==> src/rtl/assert_macros.svh <==
// Assertion macros shared by the date to Unix seconds unit.
`ifndef ASSERT_MACROS_SVH
`define ASSERT_MACROS_SVH

// Clocked check, disabled while reset is asserted.
`define DTUS_ASSERT(label, prop, msg) \
    label: assert property (@(posedge aclk) disable iff (!aresetn) prop) else $error(msg);

// Clocked check that also holds during reset.
`define DTUS_ASSERT_ALWAYS(label, prop, msg) \
    label: assert property (@(posedge aclk) prop) else $error(msg);

`endif

==> src/rtl/dtus_pkg.sv <==
// Types, constants and helper functions for the date to Unix seconds unit.
`default_nettype none

package dtus_pkg;

    localparam logic [7:0] CharDash  = 8'h2d;
    localparam logic [7:0] CharPlus  = 8'h2b;
    localparam logic [7:0] CharZero  = 8'h30;
    localparam logic [7:0] CharNine  = 8'h39;
    localparam logic [7:0] CharSpace = 8'h20;
    localparam logic [7:0] CharTab   = 8'h09;
    localparam logic [7:0] CharCr    = 8'h0d;

    localparam logic [13:0] MinYear   = 14'd1900;
    localparam logic [6:0]  MaxMonth  = 7'd12;
    localparam logic [6:0]  MaxDay    = 7'd31;
    localparam logic [11:0] Recip25   = 12'd2622;   // ceil(2^16 / 25)
    localparam logic [23:0] EpochDays = 24'd719468;
    localparam logic [23:0] DaysPerYear = 24'd365;
    localparam logic signed [17:0] SecPerDay = 18'sd86400;
    localparam logic signed [38:0] MinSeconds = -39'sd2208988800;

    typedef struct packed {
        logic        ok;
        logic [13:0] year;
        logic [3:0]  month;
        logic [4:0]  day;
    } parse_t;

    typedef struct packed {
        logic        ok;
        logic [13:0] y;
        logic [11:0] q4;
        logic [6:0]  q100;
        logic [4:0]  q400;
        logic [8:0]  doy;
    } civil_t;

    typedef struct packed {
        logic               ok;
        logic signed [22:0] days;
    } days_t;

    function automatic logic is_digit(input logic [7:0] c);
        return (c >= CharZero) && (c <= CharNine);
    endfunction

    function automatic logic is_blank(input logic [7:0] c);
        return ((c >= CharTab) && (c <= CharCr)) || (c == CharSpace);
    endfunction

    // Two-character atoi; a negative or empty number gives 0.
    function automatic logic [6:0] atoi2(input logic [7:0] c0, input logic [7:0] c1);
        logic [6:0] d0;
        logic [6:0] d1;
        logic [6:0] v;
        d0 = {3'b000, c0[3:0]};
        d1 = {3'b000, c1[3:0]};
        v  = 7'd0;
        if (is_digit(c0)) begin
            v = is_digit(c1) ? (d0 * 7'd10 + d1) : d0;
        end else if (is_blank(c0) || (c0 == CharPlus)) begin
            v = is_digit(c1) ? d1 : 7'd0;
        end
        return v;
    endfunction

    // Days before the first of each month in a March-based year.
    function automatic logic [8:0] month_start(input logic [3:0] mp);
        logic [8:0] r;
        case (mp)
            4'd0:    r = 9'd0;
            4'd1:    r = 9'd31;
            4'd2:    r = 9'd61;
            4'd3:    r = 9'd92;
            4'd4:    r = 9'd122;
            4'd5:    r = 9'd153;
            4'd6:    r = 9'd184;
            4'd7:    r = 9'd214;
            4'd8:    r = 9'd245;
            4'd9:    r = 9'd275;
            4'd10:   r = 9'd306;
            4'd11:   r = 9'd337;
            default: r = 9'd0;
        endcase
        return r;
    endfunction

endpackage

`default_nettype wire

==> src/rtl/dtus_parse.sv <==
// Stage 1: character checks, field parsing and range checks.
`default_nettype none

module dtus_parse import dtus_pkg::*; (
    input  wire logic        aclk,
    input  wire logic        aresetn,
    input  wire logic        in_valid,
    output logic             in_ready,
    input  wire logic        long_enough,
    input  wire logic [79:0] chars,
    output logic             out_valid,
    input  wire logic        out_ready,
    output parse_t           out_data
);

    logic       valid_reg;
    parse_t     data_reg;
    parse_t     data_next;
    logic [7:0] c [10];
    logic       year_digits;
    logic [13:0] year;
    logic [6:0] month;
    logic [6:0] day;

    always_comb begin
        for (int i = 0; i < 10; i++) begin
            c[i] = chars[8*i +: 8];
        end
        year_digits = is_digit(c[0]) && is_digit(c[1]) && is_digit(c[2]) && is_digit(c[3]);
        year = 14'(c[0][3:0]) * 14'd1000 + 14'(c[1][3:0]) * 14'd100
             + 14'(c[2][3:0]) * 14'd10 + 14'(c[3][3:0]);
        month = atoi2(c[5], c[6]);
        day   = atoi2(c[8], c[9]);
        data_next.ok = long_enough && (c[4] == CharDash) && (c[7] == CharDash)
                     && year_digits && (year >= MinYear)
                     && (month != 7'd0) && (month <= MaxMonth)
                     && (day != 7'd0) && (day <= MaxDay);
        data_next.year  = year;
        data_next.month = month[3:0];
        data_next.day   = day[4:0];
    end

    assign in_ready = !valid_reg || out_ready;

    always_ff @(posedge aclk) begin
        if (!aresetn) begin
            valid_reg <= 1'b0;
        end else if (in_ready) begin
            valid_reg <= in_valid;
        end
        if (in_valid && in_ready) begin
            data_reg <= data_next;
        end
    end

    assign out_valid = valid_reg;
    assign out_data  = data_reg;

endmodule

`default_nettype wire

==> src/rtl/dtus_civil.sv <==
// Stage 2: March-based year, day of year and leap-year quotients.
`default_nettype none

module dtus_civil import dtus_pkg::*; (
    input  wire logic aclk,
    input  wire logic aresetn,
    input  wire logic in_valid,
    output logic      in_ready,
    input  parse_t    in_data,
    output logic      out_valid,
    input  wire logic out_ready,
    output civil_t    out_data
);

    logic        valid_reg;
    civil_t      data_reg;
    civil_t      data_next;
    logic [13:0] y;
    logic [3:0]  mp;
    logic [23:0] p100;
    logic [21:0] p400;

    always_comb begin
        y  = in_data.year - ((in_data.month <= 4'd2) ? 14'd1 : 14'd0);
        mp = (in_data.month > 4'd2) ? (in_data.month - 4'd3) : (in_data.month + 4'd9);
        // divide by 25 through a reciprocal, exact for values below 2500
        p100 = 24'(y[13:2]) * 24'(Recip25);
        p400 = 22'(y[13:4]) * 22'(Recip25);
        data_next.ok   = in_data.ok;
        data_next.y    = y;
        data_next.q4   = y[13:2];
        data_next.q100 = p100[22:16];
        data_next.q400 = p400[20:16];
        data_next.doy  = month_start(mp) + 9'(in_data.day) - 9'd1;
    end

    assign in_ready = !valid_reg || out_ready;

    always_ff @(posedge aclk) begin
        if (!aresetn) begin
            valid_reg <= 1'b0;
        end else if (in_ready) begin
            valid_reg <= in_valid;
        end
        if (in_valid && in_ready) begin
            data_reg <= data_next;
        end
    end

    assign out_valid = valid_reg;
    assign out_data  = data_reg;

endmodule

`default_nettype wire

==> src/rtl/dtus_days.sv <==
// Stage 3: day count relative to 1970-01-01.
`default_nettype none

module dtus_days import dtus_pkg::*; (
    input  wire logic aclk,
    input  wire logic aresetn,
    input  wire logic in_valid,
    output logic      in_ready,
    input  civil_t    in_data,
    output logic      out_valid,
    input  wire logic out_ready,
    output days_t     out_data
);

    logic        valid_reg;
    days_t       data_reg;
    days_t       data_next;
    logic [23:0] sum;

    always_comb begin
        sum = 24'(in_data.y) * DaysPerYear + 24'(in_data.q4) - 24'(in_data.q100)
            + 24'(in_data.q400) + 24'(in_data.doy) - EpochDays;
        data_next.ok   = in_data.ok;
        data_next.days = signed'(sum[22:0]);
    end

    assign in_ready = !valid_reg || out_ready;

    always_ff @(posedge aclk) begin
        if (!aresetn) begin
            valid_reg <= 1'b0;
        end else if (in_ready) begin
            valid_reg <= in_valid;
        end
        if (in_valid && in_ready) begin
            data_reg <= data_next;
        end
    end

    assign out_valid = valid_reg;
    assign out_data  = data_reg;

endmodule

`default_nettype wire

==> src/rtl/dtus_scale.sv <==
// Stage 4: days to seconds, invalid results forced to zero; output register.
`default_nettype none

module dtus_scale import dtus_pkg::*; (
    input  wire logic        aclk,
    input  wire logic        aresetn,
    input  wire logic        in_valid,
    output logic             in_ready,
    input  days_t            in_data,
    output logic             out_valid,
    input  wire logic        out_ready,
    output logic             out_ok,
    output logic [38:0]      out_seconds
);

    logic               valid_reg;
    logic               ok_reg;
    logic [38:0]        seconds_reg;
    logic signed [40:0] prod;
    logic [38:0]        seconds_next;

    always_comb begin
        prod = in_data.days * SecPerDay;
        seconds_next = in_data.ok ? prod[38:0] : 39'd0;
    end

    assign in_ready = !valid_reg || out_ready;

    always_ff @(posedge aclk) begin
        if (!aresetn) begin
            valid_reg <= 1'b0;
        end else if (in_ready) begin
            valid_reg <= in_valid;
        end
        if (in_valid && in_ready) begin
            ok_reg      <= in_data.ok;
            seconds_reg <= seconds_next;
        end
    end

    assign out_valid   = valid_reg;
    assign out_ok      = ok_reg;
    assign out_seconds = seconds_reg;

endmodule

`default_nettype wire

==> src/rtl/date_text_to_unix_seconds_unit.sv <==
// Top level: YYYY-MM-DD date text to Unix seconds at midnight.
//
//  Channel  Direction  Sideband (tuser)     Payload (tdata)
//  s_       in         long_enough          year_ch0..3, sep_one, month_ch0..1, sep_two, day_ch0..1
//  m_       out        valid_res            unix_seconds (39-bit signed, zero-padded to 40)
//
// Four register stages (parse, civil, days, scale).
// One transaction per cycle sustained while m_tready holds high; each stage has its own valid bit.
// A stage takes new data when it is empty or its successor moves, so bubbles
// collapse and a stalled output loses and repeats nothing.
// Synchronous active-low reset clears the valid bits only.
`default_nettype none
`include "assert_macros.svh"

module date_text_to_unix_seconds_unit import dtus_pkg::*; (
    input  wire logic        aclk,
    input  wire logic        aresetn,
    input  wire logic        s_tvalid,
    output logic             s_tready,
    input  wire logic [79:0] s_tdata,   // year_ch0..3, sep_one, month_ch0..1, sep_two, day_ch0..1
    input  wire logic [0:0]  s_tuser,   // long_enough
    output logic             m_tvalid,
    input  wire logic        m_tready,
    output logic [39:0]      m_tdata,   // unix_seconds[38:0], zero pad
    output logic [0:0]       m_tuser    // valid_res
);

    logic        p_valid;
    logic        p_ready;
    parse_t      p_data;
    logic        c_valid;
    logic        c_ready;
    civil_t      c_data;
    logic        d_valid;
    logic        d_ready;
    days_t       d_data;
    logic        res_ok;
    logic [38:0] res_seconds;

    dtus_parse u_parse (
        .aclk        (aclk),
        .aresetn     (aresetn),
        .in_valid    (s_tvalid),
        .in_ready    (s_tready),
        .long_enough (s_tuser[0]),
        .chars       (s_tdata),
        .out_valid   (p_valid),
        .out_ready   (p_ready),
        .out_data    (p_data)
    );

    dtus_civil u_civil (
        .aclk      (aclk),
        .aresetn   (aresetn),
        .in_valid  (p_valid),
        .in_ready  (p_ready),
        .in_data   (p_data),
        .out_valid (c_valid),
        .out_ready (c_ready),
        .out_data  (c_data)
    );

    dtus_days u_days (
        .aclk      (aclk),
        .aresetn   (aresetn),
        .in_valid  (c_valid),
        .in_ready  (c_ready),
        .in_data   (c_data),
        .out_valid (d_valid),
        .out_ready (d_ready),
        .out_data  (d_data)
    );

    dtus_scale u_scale (
        .aclk        (aclk),
        .aresetn     (aresetn),
        .in_valid    (d_valid),
        .in_ready    (d_ready),
        .in_data     (d_data),
        .out_valid   (m_tvalid),
        .out_ready   (m_tready),
        .out_ok      (res_ok),
        .out_seconds (res_seconds)
    );

    assign m_tdata = {1'b0, res_seconds};
    assign m_tuser = res_ok;

    `DTUS_ASSERT(a_invalid_zero, (m_tvalid && !m_tuser[0]) |-> (m_tdata == 40'd0), "invalid result with nonzero seconds")
    `DTUS_ASSERT(a_valid_range, (m_tvalid && m_tuser[0]) |-> ($signed(m_tdata[38:0]) >= MinSeconds), "seconds below 1900-01-01")
    `DTUS_ASSERT(a_empty_out_ready, !m_tvalid |-> s_tready, "input stalled with empty output stage")
    `DTUS_ASSERT(a_pad_zero, m_tvalid |-> (m_tdata[39] == 1'b0), "tdata pad bit set")

endmodule

`default_nettype wire

==> config.mk <==
export PLATFORM = sky130hd
export DESIGN_NAME = date_text_to_unix_seconds_unit
export DESIGN_NICKNAME = d
export VERILOG_FILES = /design/src/rtl/dtus_pkg.sv /design/src/rtl/dtus_parse.sv /design/src/rtl/dtus_civil.sv /design/src/rtl/dtus_days.sv /design/src/rtl/dtus_scale.sv /design/src/rtl/date_text_to_unix_seconds_unit.sv
export VERILOG_INCLUDE_DIRS = /design/src /design/src/rtl
export SDC_FILE = /design/constraint.sdc
export NUM_CORES = 1
export LEC_CHECK = 0
export ABC_AREA = 1
export BUFFER_PORTS_ARGS = -buffer_cell sky130_fd_sc_hd__buf_2
export CELL_PAD_IN_SITES_DETAIL_PLACEMENT = 1
export CELL_PAD_IN_SITES_GLOBAL_PLACEMENT = 1
export CORE_UTILIZATION = 52
export CTS_BUF_LIST = sky130_fd_sc_hd__clkbuf_16
export DETAILED_ROUTE_END_ITERATION = 12
export PLACE_DENSITY_LB_ADDON = 0.12
export SLEW_MARGIN = 20
export SYNTH_ARGS = -nofsm -noshare
export SYNTH_HDL_FRONTEND = slang
export SYNTH_HIERARCHICAL = 1
export SYNTH_SLANG_ARGS = --single-unit
==> constraint.sdc <==
create_clock -name aclk -period 11.6 [get_ports aclk]
set_input_delay 2.32 -clock aclk [delete_from_list [all_inputs] [get_ports aclk]]
set_output_delay 2.32 -clock aclk [all_outputs]
set_load 0.01 [all_outputs]
==> flow_results.xml <==
<?xml version="1.0" encoding="UTF-8"?>
<metrics>
  <group name="die">
    <metric name="ios" unit="">128</metric>
    <metric name="die_x" unit="um">210</metric>
    <metric name="fp.dieH" unit="um">210</metric>
    <metric name="effective_utilization_at_floorplan" unit="%">53.2</metric>
    <metric name="area_of_the_placeable_core" unit="um2">42300</metric>
    <metric name="design.die.area" unit="um2">44100</metric>
    <metric name="num_rows" unit="">75</metric>
  </group>
  <group name="critical_path">
    <metric name="critical_path_class" unit="">register to register</metric>
    <metric name="timing.critical_path.from_type" unit="">register</metric>
    <metric name="slowest_delay" unit="ns">0.61</metric>
    <metric name="reg2regPathDepth" unit="">29</metric>
    <metric name="crit_arrival" unit="ns">7.00</metric>
    <metric name="worst_path_max_delay_cell" unit="">xor2_1</metric>
    <metric name="worstReg2RegEnd" unit="">u_civil/out_data[18]$_DFFE_PP_</metric>
    <metric name="timing.rr.start" unit="">u_parse/out_data[5]$_DFFE_PP_</metric>
    <metric name="worstPathMaxFanout" unit="">8</metric>
    <metric name="critical_path_required" unit="ns">11.81</metric>
    <metric name="r2r_slack" unit="ns">4.81</metric>
    <metric name="critical_path.endpoint_type" unit="">register</metric>
  </group>
  <group name="timing">
    <metric name="setup_total_negative_slack" unit="ns">0</metric>
    <metric name="clock_skew" unit="ns">0.0145</metric>
    <metric name="drv_slew" unit="">0</metric>
    <metric name="fin_crit_sh" unit="%">58.5</metric>
    <metric name="grt_setup_unrepaired" unit="">false</metric>
    <metric name="setup_viol" unit="">0</metric>
    <metric name="final.min_clock_period" unit="ns">6.79</metric>
    <metric name="maxClockFrequency" unit="MHz">147</metric>
    <metric name="timing.max_slew.rel_slack" unit="%">33.8</metric>
    <metric name="finalHoldViolations" unit="">0</metric>
    <metric name="transition_time_at_the_pin_with_the_least_slew_margin" unit="ns">0.990</metric>
    <metric name="hold_slack" unit="ns">0.419</metric>
  </group>
  <group name="min_path">
    <metric name="hold_path_class" unit="">register to register</metric>
    <metric name="min_delay_path_depth" unit="">0</metric>
    <metric name="min_delay_worst_endpoint" unit="">u_civil/out_data[47]$_DFFE_PP_</metric>
    <metric name="min_from" unit="">u_parse/out_data[23]$_DFFE_PP_</metric>
  </group>
  <group name="clocking">
    <metric name="cts-hold-fix-buffers" unit="">0</metric>
    <metric name="clock-root-buffer" unit="">clkbuf_16</metric>
    <metric name="cts_made_buffers" unit="">17</metric>
    <metric name="clock_path_buffers" unit="">2</metric>
    <metric name="post_cts_resize_count" unit="">0</metric>
    <metric name="post-cts-setup-buffer-count" unit="">0</metric>
    <metric name="cts_tree" unit="">done</metric>
    <metric name="clock_latency" unit="ns">0.46</metric>
    <metric name="h-tree-depth" unit="">4</metric>
    <metric name="cts_num_sinks" unit="">121</metric>
    <metric name="cts.clk_slew.worst_paths" unit="ns">0.06</metric>
  </group>
  <group name="drt">
    <metric name="vias_per_std_cell" unit="">5.19</metric>
    <metric name="detailedRoute.firstIterationViolations" unit="">668</metric>
    <metric name="drt-pass1-iter-count" unit="">5</metric>
    <metric name="dr_total_vias" unit="">18400</metric>
    <metric name="detail-route-antenna-nets" unit="">0</metric>
    <metric name="routed_wirelength" unit="um">61500</metric>
    <metric name="route.detailed.drc" unit="">0</metric>
    <metric name="avgRoutedWirePerCell" unit="um">17.3</metric>
  </group>
  <group name="synth">
    <metric name="postSynthCellCount" unit="">2832</metric>
    <metric name="synth.yosys.warnings" unit="">6</metric>
    <metric name="synth_edf_count" unit="">117</metric>
    <metric name="synth.yosys.seq_area_share" unit="%">16.0</metric>
    <metric name="avgSynthCellArea" unit="um2">7.95</metric>
    <metric name="synthesis_stage_register_bit_count" unit="">121</metric>
    <metric name="post_synth_instance_area" unit="um2">22500</metric>
    <metric name="async_reset_ff_share" unit="%">0</metric>
    <metric name="synth_top_flop_cell" unit="">edfxtp_1</metric>
    <metric name="netlist-cell-type-count" unit="">49</metric>
  </group>
  <group name="global_routing">
    <metric name="gr-total-overflow" unit="">0</metric>
    <metric name="grt.met2_usage" unit="%">58.0</metric>
    <metric name="gr-usage-all-layers" unit="%">29.0</metric>
    <metric name="globalRouteMet1Util" unit="%">29.4</metric>
    <metric name="grt_max_degree" unit="">37</metric>
    <metric name="grt-busiest-layer" unit="">met2</metric>
    <metric name="grt_pass1_vias" unit="">21000</metric>
    <metric name="grt_first_pass_wirelength" unit="um">101000</metric>
    <metric name="grt.met3_usage" unit="%">3.16</metric>
    <metric name="grt_antenna_before_repair" unit="">0</metric>
  </group>
  <group name="place">
    <metric name="place_hpwl" unit="um">53800</metric>
    <metric name="io_buffer_count" unit="">119</metric>
    <metric name="routabilityCongestion" unit="">0.882</metric>
  </group>
  <group name="run_status">
    <metric name="outcome" unit="">completed</metric>
  </group>
  <group name="final_layout">
    <metric name="insertedDiodeCount" unit="">0</metric>
    <metric name="final_layout_size_suffix_gt1_share" unit="%">7.47</metric>
    <metric name="flow.area_growth_from_synthesis" unit="%">8.17</metric>
    <metric name="design.final.nets" unit="">3709</metric>
  </group>
  <group name="job">
    <metric name="cap_viol_max_count" unit="">0</metric>
  </group>
</metrics>
==> layer usage <==
layer | share of wire [%] | up-vias | wire, um
met5 | 0 | - | 0
met4 | 4.6 | 0 | 2850
met3 | 2.1 | 142 | 1310
met2 | 55 | 318 | 34000
met1 | 38 | 9011 | 23300
li1 | - | 8936 | -
==> flip-flops by register name, summed over array words and instances (netlist names) <==
register             count
u_scale/out_valid        1
u_civil/out_valid        1
u_parse/out_data        24
u_civil/out_data        36
u_scale/out_ok           1
u_parse/out_valid        1
u_scale/out_seconds     32
u_days/out_data         24
u_days/out_valid         1
==> metrics by stage <==
step	setup slack (ns)	cells	cell area, um2	utilization [%]
floorplan	5.47	2838	22500	-
global placement	5.04	3515	23700	56.1
detailed placement	4.71	3515	23700	56.1
CTS	4.71	3547	24300	57.5
global route	4.21	3548	24300	57.5
finish	4.81	3548	24300	57.5
==> area by class of cell <==
type	instances	area, um2
repair buffers	124	653
inverters	785	2950
multi-input cells	1909	15900
flip-flops and latches	121	3590
well taps	577	722
clock buffers	17	425
clock inverters	15	150
fillers	5338	18000
==> kinds of logic (layout without fill, tap and decap cells) <==
| kind of cell | after synthesis | count (layout) | synth area share, % |
|---|---|---|---|
| XOR/XNOR | 50 | 50 | 2.10 |
| AND/OR/NAND/NOR | 989 | 989 | 18.6 |
| buffers and inverters | 808 | 941 | 13.8 |
| adder cells (fa/ha/maj) | 666 | 666 | 44.5 |
| AO/OA/AOI/OAI | 196 | 196 | 4.95 |
| other | 2 | 8 | 0.0334 |
| flip-flops | 121 | 121 | 16.0 |
==> how the worst max path moves through the flow <==
| stage | from | end | slack, ns | depth (start not counted) |
|---|---|---|---|---|
| 5_1_grt | u_parse/out_data[5]$_DFFE_PP_ | u_civil/out_data[18]$_DFFE_PP_ | 4.21 | 29 |
| 2_1_floorplan | s_tdata[1] | u_parse/out_data[23]$_DFFE_PP_ | 5.47 | 21 |
| 3_5_place_dp | u_parse/out_data[5]$_DFFE_PP_ | u_civil/out_data[18]$_DFFE_PP_ | 4.71 | 29 |
| 3_3_place_gp | s_tdata[1] | u_parse/out_data[23]$_DFFE_PP_ | 5.04 | 22 |
| 4_1_cts | u_parse/out_data[5]$_DFFE_PP_ | u_civil/out_data[18]$_DFFE_PP_ | 4.71 | 29 |
| 6_report | u_parse/out_data[5]$_DFFE_PP_ | u_civil/out_data[18]$_DFFE_PP_ | 4.81 | 29 |
==> worst max-delay path: cells and delay by family (launching register included) <==
kind	cells	cell delay [ns]
xor gates and xnor gates	1	0.61
AOI/OAI and AO/OA	3	0.55
and+or+nand+nor	10	1.26
buffers and inverters	7	0.76
DFF	1	0.45
adders and majority gates	8	2.90
==> synthesized netlist by cell type, types with 2 or more instances <==
cell type  instances  area [um2]
a211oi_1           2        15.0
ha_1             441        5520
buf_2              2        10.0
or2_2              2        12.5
edfxtp_1         117        3510
fa_1             225        4500
nor4_1             6        37.5
inv_2              6        22.5
nand2_1          573        2150
o211ai_1           4        30.0
nor3_1            13        65.1
o21ai_1            4        20.0
conb_1             2        7.51
inv_1            779        2920
nand3_1          115         576
a21boi_0           6        45.0
nor2_2            13        81.3
a31oi_1            2        12.5
nand3_2            7        70.1
xnor2_1           15         131
nor2_4             2        22.5
nand3b_1           7        52.6
nand2b_1           2        12.5
o21bai_1          12        90.1
o21ai_2            2        17.5
and2_1             6        37.5
nand4_1           26         163
nor3_2             3        30.0
dfxtp_1            4        80.1
a21oi_2            4        35.0
a21oi_1          102         510
buf_4             20         150
nor2_1           190         713
xor2_1            32         280
xor2_2             2        32.5
o21ai_0           43         215
a21o_1            10        75.1
nand2_2           20         125
==> placed cells by master (no fill, tap or decap), types with 26 or more instances in the layout <==
| cell type | count |
|---|---|
| buf_2 | 119 |
| xor2_1 | 32 |
| inv_1 | 780 |
| edfxtp_1 | 117 |
| ha_1 | 441 |
| o21ai_0 | 43 |
| nand4_1 | 26 |
| fa_1 | 225 |
| a21oi_1 | 98 |
| nand2_1 | 573 |
| nand3_1 | 115 |
| nor2_1 | 190 |
Power is left out: the tool's default activity adds up to more than one toggle a clock period on the data nets, which glitch-free logic cannot reach.
